===== src/rtl/fcal_pkg.sv =====
// Shared types and constants of the flow cache with aging and recency eviction.
package fcal_pkg;

    localparam int CAPACITY    = 1024;
    localparam int ADDR_W      = $clog2(CAPACITY);
    localparam int CNT_W       = $clog2(CAPACITY + 1);
    localparam int EVICT_BATCH = 64;

    localparam logic [1:0] OP_LOOKUP = 2'd0;
    localparam logic [1:0] OP_INSERT = 2'd1;
    localparam logic [1:0] OP_REMOVE = 2'd2;
    localparam logic [1:0] OP_TICK   = 2'd3;

    localparam logic [1:0] REG_POS_TMO = 2'd0;
    localparam logic [1:0] REG_NEG_TMO = 2'd1;

    typedef struct packed {
        logic [31:0] src_addr;
        logic [31:0] dst_addr;
        logic [15:0] src_port;
        logic [15:0] dst_port;
        logic [7:0]  protocol;
    } t_key;

    typedef struct packed {
        logic        valid;
        t_key        key;
        logic [31:0] handle;
        logic        negative;
        logic [31:0] insert_time;
        logic [31:0] recency;
    } t_entry;

    typedef struct packed {
        logic        key_hit;
        logic        aged;
        logic [31:0] rank;
        logic        rank_gt;
    } t_eval;

endpackage


===== src/rtl/fcal_eval.sv =====
// Shared compare unit: key match, age against timeout and recency rank of one entry.
module fcal_eval
    import fcal_pkg::*;
(
    input  t_entry      i_entry,
    input  t_key        i_key,
    input  logic [31:0] i_time,
    input  logic [15:0] i_tmo,
    input  logic [31:0] i_rec_ctr,
    input  logic [31:0] i_best_rank,
    output t_eval       o_eval
);

    logic [31:0] age;

    always_comb begin
        age             = i_time - i_entry.insert_time;
        o_eval.key_hit  = i_entry.valid && (i_entry.key == i_key);
        o_eval.aged     = age > {16'd0, i_tmo};
        o_eval.rank     = i_rec_ctr - i_entry.recency;
        o_eval.rank_gt  = o_eval.rank > i_best_rank;
    end

endmodule


===== config.mk =====
export PLATFORM = sky130hd
export DESIGN_NAME = fcal_eval
export DESIGN_NICKNAME = d
export VERILOG_FILES = /design/src/rtl/fcal_pkg.sv /design/src/rtl/fcal_eval.sv
export SDC_FILE = /design/constraint.sdc
export NUM_CORES = 1
export LEC_CHECK = 0
export BUFFER_PORTS_ARGS = -buffer_cell sky130_fd_sc_hd__buf_2
export CAP_MARGIN = 20
export CORE_AREA = 2 2 174 176
export DETAILED_ROUTE_END_ITERATION = 8
export DIE_AREA = 0 0 176 178
export PLACE_DENSITY_LB_ADDON = 0.2
export SYNTH_ARGS = -nofsm -noshare
export SYNTH_HDL_FRONTEND = slang
export SYNTH_SLANG_ARGS = --single-unit

===== constraint.sdc =====
create_clock -name vclk -period 12.3
set_input_delay 1.23 -clock vclk [all_inputs]
set_output_delay 1.23 -clock vclk [all_outputs]
set_load 0.05 [all_outputs]

==> metrics.txt <==
Cells on Worst Hold Path 4; max-capacitance violation count 0; # port buffers 420; CP Max Fanout 3; Overflow after GRT 0; Psw 298.9 uW; Hold Path End o_eval[1]; Setup crit start kind primary input; Post-Synth XOR/XNOR Area 17.24%; Comb pwr share 100.0%; largest net degree at the start of global routing 10; Ports 453; Slew Viols, Final 0; Yosys top cell area share 23.59%; Area Growth Syn to Fin 43.79%; most frequent cells in the layout buf_2, inv_1, ha_1; Clock Buffer Count 0; Adder-Cell Fraction of Synth Area 24.28%; core area 29400 um2; register area 0 um2; Post-Synthesis Cell Area 5834 um2; Post-CTS Setup Inserts 0; endpoints failing setup 0; most common cell after layout, fill and taps aside buf_2; post-synthesis sequential area ratio 0%; share of layout cells above drive strength 1 35.13%; DR pass1 iterations 5; setup TNS 0 ns; hold_sp i_entry[0]; final core utilization 28.53%; power per cell area 58.97 nW/um2; final net count 1793; Post-Synthesis Cells 846; Slew headroom 41.29%; Worst Tran Pin Value 0.8725 ns; Initial Utilization 19.84%; global placement routability congestion 0.8569; sequential share of power 0%; compound-cell area share of the yosys netlist 29.51%; period utilization 58.36%; Detailed Place HPWL 22680 um; slowest stage cell, crit path or4_2; number of vias in the routed layout 7324; Setup crit end kind primary output; Tot GR Track Use 13.94%; DIE WIDTH 176 um; Crit Path Class in -> out; Clock power frac 0%; Via density 4.436; WL final 24210 um; Internal 195.8 uW; Net Sw Frac 60.41%; post-synthesis mux area share 0.3431%; # rows 63; hold_buf cts 0; Worst EP required 11.07 ns; HP Class in -> out; met2 WL 11340 um; highest routed layer met5; area leader, netlist ha_1; P_leak 0.004734 uW; Syn Area/Cell 6.896 um2; Net Count, Synth 1376; 1st-iter DRT viols 286; post-cts resize count 0; fin crit period 7.178 ns; largest family of logic cells by synthesized area compound AO/OA/AOI/OAI gates; first-pass GRT wire length 35570 um; Fill cells 3374; synth unique cells 66; antenna violations before repair 3; Synth warnings 0; Die Height 178 um; CP startpoint i_time[0]; Max Fclk 0.1393 GHz; Post-DRT Antenna Nets 0; Synth Area in Simple Gates 17.16%; critical-path cell list buf_2, inv_1, ha_1, inv_1, fa_1, a211oi_1, o21ai_1, a31oi_1, o21bai_1, a21o_1, a21o_1, a21o_1, a21oi_1, xnor2_1, ha_1, nand4_1, or4_2, a2111oi_4, nand4_1, nor4_2, nand4_1, buf_2; full die area 31330 um2; DRC Markers 0; Metal-1 WL 10910 um; Peak supply drop 0.03948 mV; WL/cell 14.66 um; status finished, final reports clean; crit-path max cell delay 0.71 ns; Final Total Pwr 494.7 uW; CP arrival 5.95 ns; met3 wire length 1901 um; RSZ-0062 raised after global routing false; Fin Hold WS 2.930 ns; top cells by area, synth ha_1, inv_1, xnor2_1; number of global-route vias before repair 7095; FFs & Latches 0; Antenna diodes 0; count of final hold-check violations 0
cell type report:
cell class | count | area, um2 | area share, %
Inverter | 169 | 634.4 | 7.562
Timing Repair Buffer | 420 | 2102 | 25.06
Multi-Input combinational cell | 672 | 5165 | 61.57
Tap cell | 390 | 488.0 | 5.817
cells in the mapped netlist, types with 4 or more instances:
master and instances:
a221oi_1 14, nor3_1 6, nor2_1 47, o21ai_1 11, xor2_1 48, nand2_1 41, a21o_1 37, a211oi_1 10
o21bai_1 9, a21oi_1 70, nand2b_1 8, nor4_1 17, inv_1 169, nor2b_1 14, or3_1 4, nand3_1 7
nand4_1 35, xnor2_1 65, o2bb2ai_1 6, and3_1 4, ha_1 110, o22ai_1 19, o21a_1 9, o21ai_0 27
worst max-delay path: cells and delay by family:
kind                     cells  cell delay (ns)
AO/OA/AOI/OAI                9             1.96
XOR/XNOR                     1             0.08
buffers and inverters        4             0.43
adder cells (fa/ha/maj)      3             0.88
AND/OR/NAND/NOR              5             1.36
worst max-delay path by stage:
stage                             to  slack [ns]
after floorplan            o_eval[0]        5.17
after global placement    o_eval[33]        5.10
after detailed placement  o_eval[33]        5.10
after CTS                 o_eval[33]        5.08
after global routing      o_eval[33]        4.82
final                     o_eval[33]        5.12
layer usage:
metal	vias up	track usage (%)
met5	-	0
met4	4	0.1377
met3	6	2.771
met2	238	23.67
met1	3260	19.32
li1	3816	-
power by group through the flow:
stage	sequential [uW]	combinational [uW]	clock [uW]
6_report	0	495	0
5_1_grt	0	549	0
4_1_cts	0	499	0
3_5_place_dp	0	496	0
3_3_place_gp	0	495	0
2_1_floorplan	0	338	0
cell families (layout without fill, tap and decap cells):
logic type / count (synthesis) / after routing
buf+inv: 174 / 589
fa+ha+maj: 112 / 112
simple gates: 194 / 194
mux: 2 / 2
compound gates: 250 / 250
xor+xnor: 114 / 114
stage by stage:
| step | cells | setup WS [ns] | cell area (um2) |
|---|---|---|---|
| after global routing | 1651 | 4.823 | 8389 |
| after CTS | 1651 | 5.082 | 8389 |
| after detailed placement | 1651 | 5.095 | 8389 |
| after global placement | 1651 | 5.099 | 8389 |
| after floorplan | 846 | 5.169 | 5834 |
| final | 1651 | 5.122 | 8389 |
(Power assumes the default switching activity.)
